`config.mk`:
```
export PLATFORM = sky130hd
export DESIGN_NAME = first_fit_segment_allocator
export DESIGN_NICKNAME = d
export VERILOG_FILES = /design/src/ffsa_pkg.sv /design/src/first_fit_segment_allocator.sv /design/src/ffsa_ctrl.sv /design/src/ffsa_dp.sv
export SDC_FILE = /design/constraint.sdc
export NUM_CORES = 2
export LEC_CHECK = 0
export BUFFER_PORTS_ARGS = -buffer_cell sky130_fd_sc_hd__buf_2
export CORE_ASPECT_RATIO = 0.6
export CORE_MARGIN = 1.5
export CORE_UTILIZATION = 41
export DETAILED_ROUTE_END_ITERATION = 16
export SLEW_MARGIN = 5
export SYNTH_ARGS = -nofsm -noshare
export SYNTH_HDL_FRONTEND = slang
export SYNTH_SLANG_ARGS = --single-unit
```
`constraint.sdc`:
```
create_clock -name clk -period 7.15 [get_ports clk]
set_input_delay 0.3575 -clock clk [delete_from_list [all_inputs] [get_ports clk]]
set_output_delay 0.3575 -clock clk [all_outputs]
set_load 0.02 [all_outputs]
```
`src/ffsa_pkg.sv`:
```
// ----------------------------------------------------------------------------
// ffsa_pkg
// Shared types, codes and defaults of the first-fit segment allocator.
// ----------------------------------------------------------------------------
package ffsa_pkg;

  // Default sizing of the segment table and of the byte region.
  localparam int MAX_SEGMENTS_DEF = 64;
  localparam int REGION_BYTES_DEF = 65536;

  // Request kinds.
  localparam logic [1:0] KIND_ALLOC   = 2'd0;
  localparam logic [1:0] KIND_FREE    = 2'd1;
  localparam logic [1:0] KIND_REALLOC = 2'd2;

  // Result status codes.
  localparam logic [2:0] ST_OK      = 3'd0;
  localparam logic [2:0] ST_ZERO    = 3'd1;
  localparam logic [2:0] ST_NOSPACE = 3'd2;
  localparam logic [2:0] ST_FULL    = 3'd3;
  localparam logic [2:0] ST_BADADDR = 3'd4;

  // Configuration register indexes.
  localparam logic CFG_HEADER = 1'b0;
  localparam logic CFG_LIMIT  = 1'b1;

  // Reset values of the configuration registers.
  localparam logic [6:0]  HEADER_RST = 7'd16;
  localparam logic [16:0] LIMIT_RST  = 17'd65536;

  // Sequencer steps; each step is also the command handed to the datapath.
  localparam int CMD_W = 5;
  localparam logic [CMD_W-1:0] C_IDLE  = 5'd0;
  localparam logic [CMD_W-1:0] C_DISP  = 5'd1;
  localparam logic [CMD_W-1:0] C_FU_RD = 5'd2;
  localparam logic [CMD_W-1:0] C_FU_EV = 5'd3;
  localparam logic [CMD_W-1:0] C_FF_RD = 5'd4;
  localparam logic [CMD_W-1:0] C_FF_EV = 5'd5;
  localparam logic [CMD_W-1:0] C_APND  = 5'd6;
  localparam logic [CMD_W-1:0] C_FAIL  = 5'd7;
  localparam logic [CMD_W-1:0] C_G0    = 5'd8;
  localparam logic [CMD_W-1:0] C_G1    = 5'd9;
  localparam logic [CMD_W-1:0] C_SU_RD = 5'd10;
  localparam logic [CMD_W-1:0] C_SU_EV = 5'd11;
  localparam logic [CMD_W-1:0] C_T_RD  = 5'd12;
  localparam logic [CMD_W-1:0] C_T_EV  = 5'd13;
  localparam logic [CMD_W-1:0] C_R0    = 5'd14;
  localparam logic [CMD_W-1:0] C_R1    = 5'd15;
  localparam logic [CMD_W-1:0] C_R2    = 5'd16;
  localparam logic [CMD_W-1:0] C_SD_RD = 5'd17;
  localparam logic [CMD_W-1:0] C_SD_EV = 5'd18;
  localparam logic [CMD_W-1:0] C_ZERO  = 5'd19;
  localparam logic [CMD_W-1:0] C_BAD   = 5'd20;
  localparam logic [CMD_W-1:0] C_RG    = 5'd21;
  localparam logic [CMD_W-1:0] C_GR    = 5'd22;
  localparam logic [CMD_W-1:0] C_AFT   = 5'd23;
  localparam logic [CMD_W-1:0] C_FIN   = 5'd24;

  // One row of the segment table.
  typedef struct packed {
    logic [15:0] off;
    logic [16:0] size;
    logic        free;
  } seg_t;

  // Status flags from the datapath to the controller.
  typedef struct packed {
    logic [1:0] kind;
    logic       has;
    logic       req_zero;
    logic       ptr_end;
    logic       fu_hit;
    logic       ff_hit;
    logic       fits;
    logic       can_append;
    logic       split_ok;
    logic       merge_ok;
    logic       su_done;
    logic       cnt_zero;
    logic       top_free;
    logic       sd_done;
    logic       out_free;
  } dp_status_t;

endpackage

```
`src/first_fit_segment_allocator.sv`:
```
// A request reads and then evaluates each table row that the sequencer
// visits over the single read port of the segment table. A free of
// a null address or an unused kind goes from dispatch straight to the
// finish step. A reallocate that moves its segment runs two address
// searches, a first-fit search, an insert, a removal and two top trims.
// Each of these visits up to MAX_SEGMENTS rows. One request is in the
// block at a time. The finished result waits in an output register, so
// the next request is taken while that result is still stalled. The
// table needs no clearing after reset.
// ----------------------------------------------------------------------------
// first_fit_segment_allocator
// First-fit allocator over a byte region with split, coalesce and realloc.
// ----------------------------------------------------------------------------
module first_fit_segment_allocator #(
  parameter int MAX_SEGMENTS = ffsa_pkg::MAX_SEGMENTS_DEF,
  parameter int REGION_BYTES = ffsa_pkg::REGION_BYTES_DEF
) (
  input  logic        clk,
  input  logic        rst_n,
  input  logic        in_valid,
  output logic        in_stall,
  input  logic [1:0]  in_kind,
  input  logic [16:0] in_request_size,
  input  logic        in_has_address,
  input  logic [15:0] in_block_address,
  output logic        out_valid,
  input  logic        out_stall,
  output logic [2:0]  out_status,
  output logic [15:0] out_result_address,
  output logic        out_moved,
  output logic [16:0] out_copy_bytes,
  input  logic        cfg_we,
  input  logic        cfg_index,
  input  logic [16:0] cfg_wdata
);

  logic [ffsa_pkg::CMD_W-1:0] cmd;
  ffsa_pkg::dp_status_t       st;

  // Sequencer.
  ffsa_ctrl u_ctrl (
    .clk      (clk),
    .rst_n    (rst_n),
    .st       (st),
    .in_valid (in_valid),
    .in_stall (in_stall),
    .cmd      (cmd)
  );

  // Table, arithmetic and result register.
  ffsa_dp #(
    .MAX_SEGMENTS (MAX_SEGMENTS),
    .REGION_BYTES (REGION_BYTES)
  ) u_dp (
    .clk                (clk),
    .rst_n              (rst_n),
    .cmd                (cmd),
    .st                 (st),
    .in_kind            (in_kind),
    .in_request_size    (in_request_size),
    .in_has_address     (in_has_address),
    .in_block_address   (in_block_address),
    .cfg_we             (cfg_we),
    .cfg_index          (cfg_index),
    .cfg_wdata          (cfg_wdata),
    .out_valid          (out_valid),
    .out_stall          (out_stall),
    .out_status         (out_status),
    .out_result_address (out_result_address),
    .out_moved          (out_moved),
    .out_copy_bytes     (out_copy_bytes)
  );

endmodule

```
`src/ffsa_ctrl.sv`:
```
// ----------------------------------------------------------------------------
// ffsa_ctrl
// Sequencer of the allocator: walks the steps of each request and issues
// one datapath command per cycle.
// ----------------------------------------------------------------------------
module ffsa_ctrl (
  input  logic                         clk,
  input  logic                         rst_n,
  input  ffsa_pkg::dp_status_t         st,
  input  logic                         in_valid,
  output logic                         in_stall,
  output logic [ffsa_pkg::CMD_W-1:0]   cmd
);

  // What follows once a grant, append or release has finished.
  localparam logic [2:0] J_ALLOC   = 3'd0;
  localparam logic [2:0] J_FREE    = 3'd1;
  localparam logic [2:0] J_REAL    = 3'd2;
  localparam logic [2:0] J_REGRANT = 3'd3;
  localparam logic [2:0] J_GROW    = 3'd4;
  localparam logic [2:0] J_GROWREL = 3'd5;

  logic [ffsa_pkg::CMD_W-1:0] state_r, state_nxt;
  logic [2:0]                 job_r, job_nxt;

  assign cmd      = state_r;
  assign in_stall = (state_r != ffsa_pkg::C_IDLE);

  // Next-step selection.
  always_comb begin
    state_nxt = state_r;
    job_nxt   = job_r;
    case (state_r)
      ffsa_pkg::C_IDLE: begin
        if (in_valid) state_nxt = ffsa_pkg::C_DISP;
      end
      ffsa_pkg::C_DISP: begin
        case (st.kind)
          ffsa_pkg::KIND_ALLOC: begin
            job_nxt   = J_ALLOC;
            state_nxt = st.req_zero ? ffsa_pkg::C_ZERO : ffsa_pkg::C_FF_RD;
          end
          ffsa_pkg::KIND_FREE: begin
            job_nxt   = J_FREE;
            state_nxt = st.has ? ffsa_pkg::C_FU_RD : ffsa_pkg::C_FIN;
          end
          ffsa_pkg::KIND_REALLOC: begin
            if (st.has) begin
              job_nxt   = J_REAL;
              state_nxt = ffsa_pkg::C_FU_RD;
            end else begin
              job_nxt   = J_ALLOC;
              state_nxt = st.req_zero ? ffsa_pkg::C_ZERO : ffsa_pkg::C_FF_RD;
            end
          end
          default: state_nxt = ffsa_pkg::C_FIN;
        endcase
      end
      ffsa_pkg::C_FU_RD: begin
        if (st.ptr_end)
          state_nxt = (job_r == J_GROWREL) ? ffsa_pkg::C_FIN : ffsa_pkg::C_BAD;
        else
          state_nxt = ffsa_pkg::C_FU_EV;
      end
      ffsa_pkg::C_FU_EV: begin
        if (!st.fu_hit) begin
          state_nxt = ffsa_pkg::C_FU_RD;
        end else if (job_r == J_REAL) begin
          if (st.req_zero) begin
            state_nxt = ffsa_pkg::C_ZERO;
          end else if (st.fits) begin
            job_nxt   = J_REGRANT;
            state_nxt = ffsa_pkg::C_RG;
          end else begin
            job_nxt   = J_GROW;
            state_nxt = ffsa_pkg::C_GR;
          end
        end else begin
          state_nxt = ffsa_pkg::C_R0;
        end
      end
      ffsa_pkg::C_RG: state_nxt = ffsa_pkg::C_G0;
      ffsa_pkg::C_GR: state_nxt = ffsa_pkg::C_FF_RD;
      ffsa_pkg::C_FF_RD: begin
        if (!st.ptr_end)        state_nxt = ffsa_pkg::C_FF_EV;
        else if (st.can_append) state_nxt = ffsa_pkg::C_APND;
        else                    state_nxt = ffsa_pkg::C_FAIL;
      end
      ffsa_pkg::C_FF_EV: begin
        state_nxt = st.ff_hit ? ffsa_pkg::C_G0 : ffsa_pkg::C_FF_RD;
      end
      ffsa_pkg::C_APND: state_nxt = ffsa_pkg::C_AFT;
      ffsa_pkg::C_G0: begin
        state_nxt = st.split_ok ? ffsa_pkg::C_G1 : ffsa_pkg::C_AFT;
      end
      ffsa_pkg::C_G1: begin
        state_nxt = st.merge_ok ? ffsa_pkg::C_T_RD : ffsa_pkg::C_SU_RD;
      end
      ffsa_pkg::C_SU_RD: begin
        state_nxt = st.su_done ? ffsa_pkg::C_T_RD : ffsa_pkg::C_SU_EV;
      end
      ffsa_pkg::C_SU_EV: state_nxt = ffsa_pkg::C_SU_RD;
      ffsa_pkg::C_T_RD: begin
        state_nxt = st.cnt_zero ? ffsa_pkg::C_AFT : ffsa_pkg::C_T_EV;
      end
      ffsa_pkg::C_T_EV: begin
        state_nxt = st.top_free ? ffsa_pkg::C_T_RD : ffsa_pkg::C_AFT;
      end
      ffsa_pkg::C_R0: state_nxt = ffsa_pkg::C_R1;
      ffsa_pkg::C_R1: state_nxt = ffsa_pkg::C_R2;
      ffsa_pkg::C_R2: state_nxt = ffsa_pkg::C_SD_RD;
      ffsa_pkg::C_SD_RD: begin
        state_nxt = st.sd_done ? ffsa_pkg::C_T_RD : ffsa_pkg::C_SD_EV;
      end
      ffsa_pkg::C_SD_EV: state_nxt = ffsa_pkg::C_SD_RD;
      ffsa_pkg::C_AFT: begin
        if (job_r == J_GROW) begin
          job_nxt   = J_GROWREL;
          state_nxt = ffsa_pkg::C_FU_RD;
        end else begin
          state_nxt = ffsa_pkg::C_FIN;
        end
      end
      ffsa_pkg::C_FAIL: state_nxt = ffsa_pkg::C_FIN;
      ffsa_pkg::C_ZERO: state_nxt = ffsa_pkg::C_FIN;
      ffsa_pkg::C_BAD:  state_nxt = ffsa_pkg::C_FIN;
      ffsa_pkg::C_FIN: begin
        if (st.out_free) state_nxt = ffsa_pkg::C_IDLE;
      end
      default: state_nxt = ffsa_pkg::C_IDLE;
    endcase
  end

  // State registers.
  always_ff @(posedge clk) begin
    if (!rst_n) begin
      state_r <= ffsa_pkg::C_IDLE;
      job_r   <= J_ALLOC;
    end else begin
      state_r <= state_nxt;
      job_r   <= job_nxt;
    end
  end

endmodule

```
`src/ffsa_dp.sv`:
```
// ----------------------------------------------------------------------------
// ffsa_dp
// Datapath of the allocator: segment table memory, count and top registers,
// configuration, arithmetic and the result register.
// ----------------------------------------------------------------------------
module ffsa_dp #(
  parameter int MAX_SEGMENTS = ffsa_pkg::MAX_SEGMENTS_DEF,
  parameter int REGION_BYTES = ffsa_pkg::REGION_BYTES_DEF
) (
  input  logic                         clk,
  input  logic                         rst_n,
  input  logic [ffsa_pkg::CMD_W-1:0]   cmd,
  output ffsa_pkg::dp_status_t         st,
  input  logic [1:0]                   in_kind,
  input  logic [16:0]                  in_request_size,
  input  logic                         in_has_address,
  input  logic [15:0]                  in_block_address,
  input  logic                         cfg_we,
  input  logic                         cfg_index,
  input  logic [16:0]                  cfg_wdata,
  output logic                         out_valid,
  input  logic                         out_stall,
  output logic [2:0]                   out_status,
  output logic [15:0]                  out_result_address,
  output logic                         out_moved,
  output logic [16:0]                  out_copy_bytes
);

  localparam int IW = (MAX_SEGMENTS > 1) ? $clog2(MAX_SEGMENTS) : 1;
  localparam int CW = $clog2(MAX_SEGMENTS + 1);
  localparam logic [CW-1:0] MAX_CNT = CW'(MAX_SEGMENTS);
  localparam int LIM_CAP_I = (REGION_BYTES < 65536) ? REGION_BYTES : 65536;
  localparam logic [16:0] LIM_CAP = 17'(LIM_CAP_I);

  // Segment table.
  ffsa_pkg::seg_t mem [MAX_SEGMENTS];
  ffsa_pkg::seg_t rd_r;
  logic [IW-1:0]  raddr;
  logic           we;
  logic [IW-1:0]  waddr;
  ffsa_pkg::seg_t wdata;

  // Control and working registers.
  logic [6:0]    hdr_r;
  logic [16:0]   lim_r;
  logic [CW-1:0] cnt_r;
  logic [16:0]   used_r;
  logic [CW-1:0] ptr_r;
  logic [IW-1:0] idx_r;
  logic [1:0]    d_r;
  logic [1:0]    kind_r;
  logic [16:0]   req_r;
  logic          has_r;
  logic [15:0]   addr_r;
  logic [15:0]   e_off_r;
  logic [16:0]   e_size_r;
  logic [15:0]   n_off_r;
  logic [16:0]   n_size_r;
  logic [16:0]   old_size_r;
  logic [2:0]    status_r;
  logic [15:0]   res_r;
  logic          moved_r;
  logic [16:0]   copy_r;
  logic          out_valid_r;
  logic [2:0]    out_status_r;
  logic [15:0]   out_res_r;
  logic          out_moved_r;
  logic [16:0]   out_copy_r;

  // Derived values.
  logic [IW-1:0] idx_p1, idx_m1;
  logic [CW-1:0] idx_p1_c;
  logic [CW:0]   ptr_pd;
  logic [18:0]   need;
  logic [16:0]   lim_eff;
  logic [15:0]   app_off;
  logic [16:0]   diff;
  logic          grow;
  logic          nf, pf;
  logic [16:0]   trim_used;

  assign idx_p1    = idx_r + IW'(1);
  assign idx_m1    = idx_r - IW'(1);
  assign idx_p1_c  = CW'(idx_r) + CW'(1);
  assign ptr_pd    = {1'b0, ptr_r} + (CW+1)'(d_r);
  assign need      = 19'(used_r) + 19'(hdr_r) + 19'(req_r);
  assign lim_eff   = (lim_r < LIM_CAP) ? lim_r : LIM_CAP;
  assign app_off   = used_r[15:0] + 16'(hdr_r);
  assign diff      = e_size_r - req_r;
  assign grow      = (kind_r == ffsa_pkg::KIND_REALLOC) && has_r;
  assign nf        = (idx_p1_c < cnt_r) && rd_r.free;
  assign pf        = (idx_r != '0) && rd_r.free;
  assign trim_used = (rd_r.off > 16'(hdr_r)) ? (17'(rd_r.off) - 17'(hdr_r)) : 17'd0;

  // Status towards the controller.
  always_comb begin
    st.kind       = kind_r;
    st.has        = has_r;
    st.req_zero   = (req_r == '0);
    st.ptr_end    = (ptr_r == cnt_r);
    st.fu_hit     = !rd_r.free && (rd_r.off == addr_r);
    st.ff_hit     = rd_r.free && (rd_r.size >= req_r);
    st.fits       = (req_r <= rd_r.size);
    st.can_append = (cnt_r < MAX_CNT) && (need <= 19'(lim_eff));
    st.split_ok   = (diff > 17'(hdr_r)) && (cnt_r < MAX_CNT);
    st.merge_ok   = nf;
    st.su_done    = (ptr_r == idx_p1_c);
    st.cnt_zero   = (cnt_r == '0);
    st.top_free   = rd_r.free;
    st.sd_done    = (ptr_pd >= {1'b0, cnt_r});
    st.out_free   = !out_valid_r || !out_stall;
  end

  // Table read address for the step.
  always_comb begin
    case (cmd)
      ffsa_pkg::C_G0, ffsa_pkg::C_R0: raddr = idx_p1;
      ffsa_pkg::C_R1:                 raddr = idx_m1;
      ffsa_pkg::C_SU_RD:              raddr = ptr_r[IW-1:0] - IW'(1);
      ffsa_pkg::C_T_RD:               raddr = cnt_r[IW-1:0] - IW'(1);
      ffsa_pkg::C_SD_RD:              raddr = ptr_pd[IW-1:0];
      default:                        raddr = ptr_r[IW-1:0];
    endcase
  end

  // Table write for the step.
  always_comb begin
    we    = 1'b0;
    waddr = idx_r;
    wdata = rd_r;
    case (cmd)
      ffsa_pkg::C_G0: begin
        we    = 1'b1;
        wdata = '{off: e_off_r, size: st.split_ok ? req_r : e_size_r, free: 1'b0};
      end
      ffsa_pkg::C_G1: begin
        we    = nf;
        waddr = idx_p1;
        wdata = '{off: n_off_r, size: n_size_r + 17'(hdr_r) + rd_r.size, free: 1'b1};
      end
      ffsa_pkg::C_SU_RD: begin
        we    = st.su_done;
        waddr = idx_p1;
        wdata = '{off: n_off_r, size: n_size_r, free: 1'b1};
      end
      ffsa_pkg::C_SU_EV, ffsa_pkg::C_SD_EV: begin
        we    = 1'b1;
        waddr = ptr_r[IW-1:0];
      end
      ffsa_pkg::C_APND: begin
        we    = 1'b1;
        waddr = cnt_r[IW-1:0];
        wdata = '{off: app_off, size: req_r, free: 1'b0};
      end
      ffsa_pkg::C_R2: begin
        we = 1'b1;
        if (pf) begin
          waddr = idx_m1;
          wdata = '{off: rd_r.off, size: rd_r.size + 17'(hdr_r) + n_size_r, free: 1'b1};
        end else begin
          wdata = '{off: e_off_r, size: n_size_r, free: 1'b1};
        end
      end
      default: we = 1'b0;
    endcase
  end

  // Table memory with registered read.
  always_ff @(posedge clk) begin
    if (we) mem[waddr] <= wdata;
    rd_r <= mem[raddr];
  end

  // Working registers, updated per step.
  always_ff @(posedge clk) begin
    case (cmd)
      ffsa_pkg::C_IDLE: begin
        kind_r   <= in_kind;
        req_r    <= in_request_size;
        has_r    <= in_has_address;
        addr_r   <= in_block_address;
        status_r <= ffsa_pkg::ST_OK;
        res_r    <= '0;
        moved_r  <= 1'b0;
        copy_r   <= '0;
      end
      ffsa_pkg::C_DISP, ffsa_pkg::C_AFT: ptr_r <= '0;
      ffsa_pkg::C_GR: begin
        ptr_r      <= '0;
        old_size_r <= e_size_r;
      end
      ffsa_pkg::C_RG: res_r <= addr_r;
      ffsa_pkg::C_FU_EV: begin
        if (st.fu_hit) begin
          idx_r    <= ptr_r[IW-1:0];
          e_off_r  <= rd_r.off;
          e_size_r <= rd_r.size;
        end else begin
          ptr_r <= ptr_r + CW'(1);
        end
      end
      ffsa_pkg::C_FF_EV: begin
        if (st.ff_hit) begin
          idx_r    <= ptr_r[IW-1:0];
          e_off_r  <= rd_r.off;
          e_size_r <= rd_r.size;
          res_r    <= rd_r.off;
          if (grow) begin
            moved_r <= 1'b1;
            copy_r  <= old_size_r;
          end
        end else begin
          ptr_r <= ptr_r + CW'(1);
        end
      end
      ffsa_pkg::C_APND: begin
        res_r <= app_off;
        if (grow) begin
          moved_r <= 1'b1;
          copy_r  <= old_size_r;
        end
      end
      ffsa_pkg::C_FAIL: begin
        status_r <= (cnt_r >= MAX_CNT) ? ffsa_pkg::ST_FULL : ffsa_pkg::ST_NOSPACE;
        res_r    <= grow ? addr_r : 16'd0;
      end
      ffsa_pkg::C_ZERO: begin
        status_r <= ffsa_pkg::ST_ZERO;
        res_r    <= grow ? addr_r : 16'd0;
      end
      ffsa_pkg::C_BAD: status_r <= ffsa_pkg::ST_BADADDR;
      ffsa_pkg::C_G0: begin
        n_off_r  <= e_off_r + req_r[15:0] + 16'(hdr_r);
        n_size_r <= diff - 17'(hdr_r);
      end
      ffsa_pkg::C_G1: begin
        if (!nf) ptr_r <= cnt_r;
      end
      ffsa_pkg::C_SU_EV: ptr_r <= ptr_r - CW'(1);
      ffsa_pkg::C_R1: begin
        n_size_r <= nf ? (e_size_r + 17'(hdr_r) + rd_r.size) : e_size_r;
        d_r      <= {1'b0, nf};
      end
      ffsa_pkg::C_R2: begin
        if (pf) begin
          ptr_r <= CW'(idx_r);
          d_r   <= d_r + 2'd1;
        end else begin
          ptr_r <= idx_p1_c;
        end
      end
      ffsa_pkg::C_SD_EV: ptr_r <= ptr_r + CW'(1);
      default: ;
    endcase
  end

  // Count, top of the used area and configuration.
  always_ff @(posedge clk) begin
    if (!rst_n) begin
      cnt_r  <= '0;
      used_r <= '0;
      hdr_r  <= ffsa_pkg::HEADER_RST;
      lim_r  <= ffsa_pkg::LIMIT_RST;
    end else begin
      if (cfg_we) begin
        if (cfg_index == ffsa_pkg::CFG_HEADER) hdr_r <= cfg_wdata[6:0];
        else                                   lim_r <= cfg_wdata;
      end
      case (cmd)
        ffsa_pkg::C_APND: begin
          cnt_r  <= cnt_r + CW'(1);
          used_r <= need[16:0];
        end
        ffsa_pkg::C_SU_RD: begin
          if (st.su_done) cnt_r <= cnt_r + CW'(1);
        end
        ffsa_pkg::C_T_EV: begin
          if (rd_r.free) begin
            cnt_r  <= cnt_r - CW'(1);
            used_r <= trim_used;
          end
        end
        ffsa_pkg::C_SD_RD: begin
          if (st.sd_done) cnt_r <= cnt_r - CW'(d_r);
        end
        default: ;
      endcase
    end
  end

  // Result register: one beat waits here while the next request runs.
  always_ff @(posedge clk) begin
    if (!rst_n) begin
      out_valid_r <= 1'b0;
    end else if (cmd == ffsa_pkg::C_FIN && st.out_free) begin
      out_valid_r <= 1'b1;
    end else if (!out_stall) begin
      out_valid_r <= 1'b0;
    end
  end

  always_ff @(posedge clk) begin
    if (cmd == ffsa_pkg::C_FIN && st.out_free) begin
      out_status_r <= status_r;
      out_res_r    <= res_r;
      out_moved_r  <= moved_r;
      out_copy_r   <= copy_r;
    end
  end

  assign out_valid          = out_valid_r;
  assign out_status         = out_status_r;
  assign out_result_address = out_res_r;
  assign out_moved          = out_moved_r;
  assign out_copy_bytes     = out_copy_r;

`ifndef NO_ASSERTIONS
  // The table never holds more segments than it has rows.
  a_cnt_bound: assert property (@(posedge clk) disable iff (!rst_n)
    cnt_r <= MAX_CNT) else $error("segment count above table depth");

  // Opening a slot grows the table by exactly one segment.
  a_open_grow: assert property (@(posedge clk) disable iff (!rst_n)
    (cmd == ffsa_pkg::C_SU_RD && st.su_done) |=> cnt_r == $past(cnt_r) + CW'(1))
    else $error("slot insert did not grow the table");

  // Handing back a free top segment shrinks the table by one.
  a_trim: assert property (@(posedge clk) disable iff (!rst_n)
    (cmd == ffsa_pkg::C_T_EV && rd_r.free) |=> cnt_r == $past(cnt_r) - CW'(1))
    else $error("top trim did not shrink the table");

  // A delivered result only carries a defined status code.
  a_status: assert property (@(posedge clk) disable iff (!rst_n)
    out_valid_r |-> out_status_r <= ffsa_pkg::ST_BADADDR)
    else $error("undefined status code on result");
`endif

endmodule

```
Word level (Yosys, flattened, before mapping):

Memory sizes are Yosys's and may differ from the RTL's. A register that Yosys moved wholly into a read port is not among the register bits.
Cells that the tools add are included.

* register bits after elaboration: 265
* bits in writable memories: 2176
* input bits: 59
* output and inout port bits: 39
* memories: 1

Memories
* u_dp.mem: words 64, bits a word 34, rd ports 1, clocked after memory_dff 1, write ports 1, line ffsa_dp.sv:36 `ffsa_pkg::seg_t mem [MAX_SEGMENTS];`

* $add $sub $neg: 26
* magnitude comparators: 10
* equal/unequal tests: 48
* mux-type cells: 78
* bitwise gates (word level): 1
* reductions and logical operators: 47

Operators with widths (count)
* $pmux W34 S5: 1
* $mux W17: 9
* $pmux W5 S22: 1
* $pmux W17 S2: 3
* $pmux W16 S5: 1
* $mux W5: 15
* $add A17 B17 Y17: 3
* $add A17 B7 Y17: 3
* $pmux W17 S3: 1
* $mux W7: 7
* $pmux W7 S7: 1
* $mux W16: 3
* $eq A5 B5 Y1 const B: 9
* $eq A5 B4 Y1 const B: 8
* $mux W34: 1
* $add A16 B7 Y16: 2
* $pmux W16 S2: 1
* $pmux W6 S5: 1
* $pmux W7 S4: 1
* $pmux W6 S4: 1
* $mux W3: 7
* $eq A5 B3 Y1 const B: 4
* $ne A2 B1 Y1 const B: 10
* $add A19 B17 Y19: 1
* 64 further kinds: 116

Logic depth before layout (Yosys ltp):

* depth in word-level cells: 7
* depth in mapped cells: 28
* gate-level depth less buffers: 28

Hierarchy:

Synthesis repeated with hierarchy kept, for this count alone.

* cell total of the unflattened synthesis: 8682
* area, all modules: 108245.1 um2

Modules (own cells, without submodules)
* ffsa_dp: instances 1, cells each 8544, area an instance 107270.4 um2, seq. area each 73250.3 um2
* ffsa_ctrl: instances 1, cells each 138, area an instance 974.7 um2, seq. area each 160.2 um2

Worst setup path after synthesis:

OpenSTA, ideal clock, no wires.

* path type: flip-flop to flip-flop
* start point: register u_dp.n_size_r[1]
* end point: memory u_dp.mem[0][8] in the netlist's numbering (data pin)
* arrival time: 5.008 ns
* setup slack: 1.440 ns
* stages on the path, launching flop included: 10
* cell sequence: edfxtp_1 -> fa_1 -> ha_1 -> fa_1 -> a21o_1 -> a311o_1 -> a21oi_1 -> xnor2_1 -> a221oi_1 -> o21ai_0

RTL lines
* from (decl): line ffsa_dp.sv:58 `logic [16:0] n_size_r;`
* from (signal assigned): line ffsa_dp.sv:234 `n_size_r <= diff - 17'(hdr_r);`
* from (signal assigned): line ffsa_dp.sv:241 `n_size_r <= nf ? (e_size_r + 17'(hdr_r) + rd_r.size) : e_size_r;`
* to (decl): line ffsa_dp.sv:36

==> impl_summary.log <==
[metrics] cell count of the worst reg-to-reg path: 17
[metrics] final count of hold timing violations: 0
[metrics] Final Routed Wirelength: between 300000 and 400000 um
[metrics] Synth warnings: 0
[metrics] post-route insts no fill: around 13000
[metrics] via count: between 70000 and 80000
[metrics] max-slew violation count: 0
[metrics] number of vias per cell after detailed routing: between 5 and 6
[metrics] DRC Markers: 0
[metrics] clock tree root driver cell: sky130_fd_sc_hd__clkbuf_16
[metrics] number of nets in the final layout: 9506
[metrics] beginning of the worst register-to-register path: u_dp.req_r[1]
[metrics] hold-critical path depth: 3
[metrics] period utilization: 88.56%
[metrics] post-synthesis async set-or-reset flop share: 0%
[metrics] Place WS: about 1100 ps
[metrics] number of setup violations in the final report: 0
[metrics] IR drop worst, VDD: approximately 0.66 mV
[metrics] start point of the worst hold path: rst_n
[metrics] critical path class: flop to flop
[metrics] height of the die: ~400 um
[metrics] Die Area: around 270000 um2
[metrics] Max stage delay cell, worst path: sky130_fd_sc_hd__and2_1
[metrics] Synth Register Bits: ~2500
[metrics] TritonCTS sink count: about 2500
[metrics] setup ws final: around 820 ps
[metrics] number of nets produced by synthesis: 9399
[metrics] clock transition at the registers of the reported paths: roughly 70 ps
[metrics] areal power density over the cells: 476.2 nW/um2
[metrics] fillcell total: 23004
[metrics] Hold Path Sink: u_dp.lim_r[16]
[metrics] antenna violation net count after detailed routing: 0
[metrics] Total Neg Setup Slack: 0 ps
[metrics] setup slack on the worst flop-to-flop path: between 800 and 900 ps
[metrics] cell area after placement: 114000 um2
[metrics] area occupied by multi-input gates: 32520 um2
[metrics] first drt pass iteration count: 8
[metrics] Mean Syn Cell Area: 11.82 um2
[metrics] std cell rows: 145
[metrics] Skew-Pair Late Insertion Delay: ~910 ps
[metrics] setup repair after global routing missed its margin: no
[metrics] core area: roughly 260000 um2
[metrics] Req. time, crit path: 7810 ps
[metrics] number of enable-type register cells in the synthesized netlist: 2384
[metrics] CP peak stage delay: 830 ps
[metrics] min cycle time layout: between 6000 and 7000 ps
[metrics] number of instances in the synthesized netlist: slightly above 9000
[metrics] met3 layer usage reported by global route: about 6.5%
[metrics] met2 routing resource usage after global routing: 31.65%
[metrics] number of levels the H-tree was split into: 4
[metrics] port buffer count: 97
[metrics] cell chain of the critical path: inv_1 > ha_1 > nor2b_1 > o31ai_1 > a21boi_0 > ha_1 > a21oi_1 > nor2_1 > nor3_1 > o21ai_1 > o21ai_0 > nand4_1 > o41ai_4 > and2_1 > a22oi_1 > o21ai_4 > buf_4
[metrics] final instance area: 122000 um2
[metrics] Post-Place Cells: 12395
[metrics] violation count after the first detailed-route iteration: slightly above 10000
[metrics] met1 usage in global routing: 38.84%
[metrics] number of global-route vias before repair: around 68000
[metrics] busiest layer in global routing: met1
[metrics] die extent in x: approximately 660 um
[metrics] maximum number of pins on one net before global-route repair: ~150
[metrics] # IOs: just under 100
[metrics] fraction of layout instances using a drive strength above 1: 9.105%
[metrics] FF-to-FF End: u_dp.mem[34][8]
[metrics] initial core utilization: between 40 and 50%
[metrics] cell with the most instances on the worst path: sky130_fd_sc_hd__ha_1
[metrics] post-route total power: between 50 and 60 mW
[metrics] Max transition margin: between 10% and 20%
[metrics] RePlAce Congestion: 0.9300
[metrics] number of buffers added by the clock tree synthesis step: ~220
[metrics] overall routing resource usage: between 20% and 30%
[metrics] first-pass GRT wire length: 472400 um
[metrics] f_max: 0.1579 GHz
[metrics] worst-case clock buffer depth: 4
[metrics] number of unique standard cell types used by synthesis: 85
[metrics] most frequent cells in the layout: 2384 x sky130_fd_sc_hd__edfxtp_1, 1773 x sky130_fd_sc_hd__nor2_1, 1345 x sky130_fd_sc_hd__nand2_1, 575 x sky130_fd_sc_hd__nand3_1, 555 x sky130_fd_sc_hd__o211ai_1
[metrics] number of max-cap violations: 0
[metrics] outcome: finished, final reports clean
[metrics] clock skew: slightly above 50 ps
[metrics] netlist area before placement: approximately 110000 um2
[metrics] transition time of the tightest slew-check pin: around 1300 ps
[metrics] number of setup buffers added after CTS: 0
[metrics] leak pwr: between 40 and 50 nW
[metrics] kind of capture point of the worst setup path: flop
[metrics] detailed placement HPWL: roughly 200000 um
[metrics] TritonCTS clock tree: yes
[metrics] data arrival at the endpoint of the critical path: roughly 7000 ps
[metrics] area delta synth->final: 13.14%
[metrics] type of the worst min-delay path: primary input to flop
[metrics] gr ovfl total: 0
[metrics] detail-routed net length per standard cell: 25.52 um
[metrics] maximum fanout along the worst path: 35
[metrics] sequential standard cell area: 73410 um2
[metrics] most common cell after layout, fill and taps aside: sky130_fd_sc_hd__edfxtp_1
[metrics] number of antenna violations at the first check in global routing: 9
[metrics] antenna fix cells: 0
[metrics] Startpoint Class: flop
[metrics] post-synthesis sequential area ratio: between 60% and 70%
[metrics] Post-synth top flop: sky130_fd_sc_hd__edfxtp_1
-- worst max-delay path, delay by kind of cell (launching register included) --
kind	cells	cell delay, ps
AO/OA/AOI/OAI	8	2550
adder cells (fa/ha/maj)	2	590
buffers and inverters	2	710
flip-flops	1	510
AND/OR/NAND/NOR	5	1700
-- metal layers --
| metal | up-vias | wire length (um) |
|---|---|---|
| li1 | 33141 | - |
| met1 | 36736 | 155300 |
| met2 | 3626 | 128100 |
| met3 | 347 | 39210 |
| met4 | 2 | 5449 |
| met5 | - | 13 |
-- synth_stat cells, types with 9 or more instances --
cell	number	area, um2
sky130_fd_sc_hd__or3_1	17	106.4
sky130_fd_sc_hd__nor2b_1	38	237.7
sky130_fd_sc_hd__and2_1	17	106.4
sky130_fd_sc_hd__o21ai_1	40	200.2
sky130_fd_sc_hd__fa_1	32	640.6
sky130_fd_sc_hd__nor3_1	61	305.3
sky130_fd_sc_hd__dfxtp_1	91	1822
sky130_fd_sc_hd__o21bai_1	11	82.58
sky130_fd_sc_hd__nand3b_1	9	67.56
sky130_fd_sc_hd__o21a_1	27	202.7
sky130_fd_sc_hd__nand2_1	1351	5071
sky130_fd_sc_hd__a21oi_1	170	850.8
sky130_fd_sc_hd__a221oi_1	28	245.2
sky130_fd_sc_hd__ha_1	192	2402
sky130_fd_sc_hd__nand4_1	87	544.3
sky130_fd_sc_hd__buf_1	29	108.9
sky130_fd_sc_hd__o21ai_0	353	1767
sky130_fd_sc_hd__xor2_1	71	621.9
sky130_fd_sc_hd__mux2i_1	47	470.5
sky130_fd_sc_hd__nor2_1	1842	6914
sky130_fd_sc_hd__clkbuf_1	340	1276
sky130_fd_sc_hd__o211ai_1	555	4167
sky130_fd_sc_hd__xnor2_1	95	832.1
sky130_fd_sc_hd__o221ai_1	10	87.58
sky130_fd_sc_hd__a211oi_1	18	135.1
sky130_fd_sc_hd__buf_6	9	101.4
sky130_fd_sc_hd__a221o_1	9	90.09
sky130_fd_sc_hd__nor4_1	21	131.4
sky130_fd_sc_hd__buf_2	169	845.8
sky130_fd_sc_hd__a222oi_1	22	220.2
sky130_fd_sc_hd__a22oi_1	19	142.6
sky130_fd_sc_hd__nand2b_1	22	137.6
sky130_fd_sc_hd__and3_1	20	125.1
sky130_fd_sc_hd__a21o_1	45	337.8
sky130_fd_sc_hd__inv_1	118	442.9
sky130_fd_sc_hd__a31oi_1	21	131.4
sky130_fd_sc_hd__edfxtp_1	2384	71590
sky130_fd_sc_hd__a21boi_0	27	202.7
sky130_fd_sc_hd__nand3_1	578	2893
sky130_fd_sc_hd__or2_2	12	75.07
-- worst max path at each step --
stage	from	to	slack, ps	depth (start not counted)
final	u_dp.req_r[1]	u_dp.mem[34][8]	820	17
after floorplan	u_dp.n_size_r[1]	u_dp.mem[0][8]	1440	9
after global placement	u_dp.hdr_r[1]	u_ctrl.cmd[0]	1090	27
after global routing	u_dp.hdr_r[1]	u_ctrl.cmd[0]	520	25
after detailed placement	u_dp.req_r[1]	u_dp.mem[29][10]	1070	17
after CTS	u_dp.req_r[1]	u_dp.mem[54][10]	1020	17
-- through the flow --
step	utilization [%]	hold slack, ps
after floorplan	-	400.3
after global placement	43.71	402.2
after detailed placement	43.71	405.2
after CTS	46.74	89.03
after global routing	46.75	166.2
final	46.75	171.0
-- cell families (layout without fill, tap and decap cells) --
| kind of cell | Yosys count | count (layout) | synth area share, % |
|---|---|---|---|
| xor gates and xnor gates | 167 | 167 | 1.364 |
| muxes | 51 | 51 | 0.4991 |
| AOI/OAI and AO/OA | 1429 | 1429 | 8.895 |
| buffers and inverters | 674 | 959 | 2.634 |
| DFF | 2475 | 2475 | 68.10 |
| and+or+nand+nor | 4096 | 4096 | 15.68 |
| adders and majority gates | 224 | 224 | 2.823 |
-- power breakdown --
part / switching (mW) / total, mW / internal, mW
logic: 17.9 / 24.6 / 6.69
registers: 0.650 / 21.1 / 20.4
clock network: 5.46 / 12.4 / 6.93
total: 24.0 / 58.1 / 34.1
-- state kept, by name, indices dropped and copies added, names as in the netlist, 17 cells and up --
signal / cells
u_dp.n_size_r: 17
u_dp.req_r: 17
u_dp.rd_r: 33
u_dp.out_copy_bytes: 17
u_dp.used_r: 17
u_dp.mem: 2176
u_dp.old_size_r: 17
u_dp.lim_r: 17
u_dp.copy_r: 17
u_dp.e_size_r: 17
-- repair_timing --
| action | 4_1_cts | 5_1_grt |
|---|---|---|
| gates resized for setup | 0 | 0 |
| hold buffers | 58 | 0 |
| endpoints found under the hold margin | 65 | 0 |
-- area by class of cell --
class / instances / share of cell area (%)
clock inverter: 128 / 1.198
multi-input combinational: 5967 / 26.66
clock buffer: 273 / 4.804
tap: 3454 / 3.544
sequential: 2475 / 60.20
timing repair buffer: 439 / 3.228
inverter: 119 / 0.3663
No activity file was read; power rests on OpenSTA's default activity.
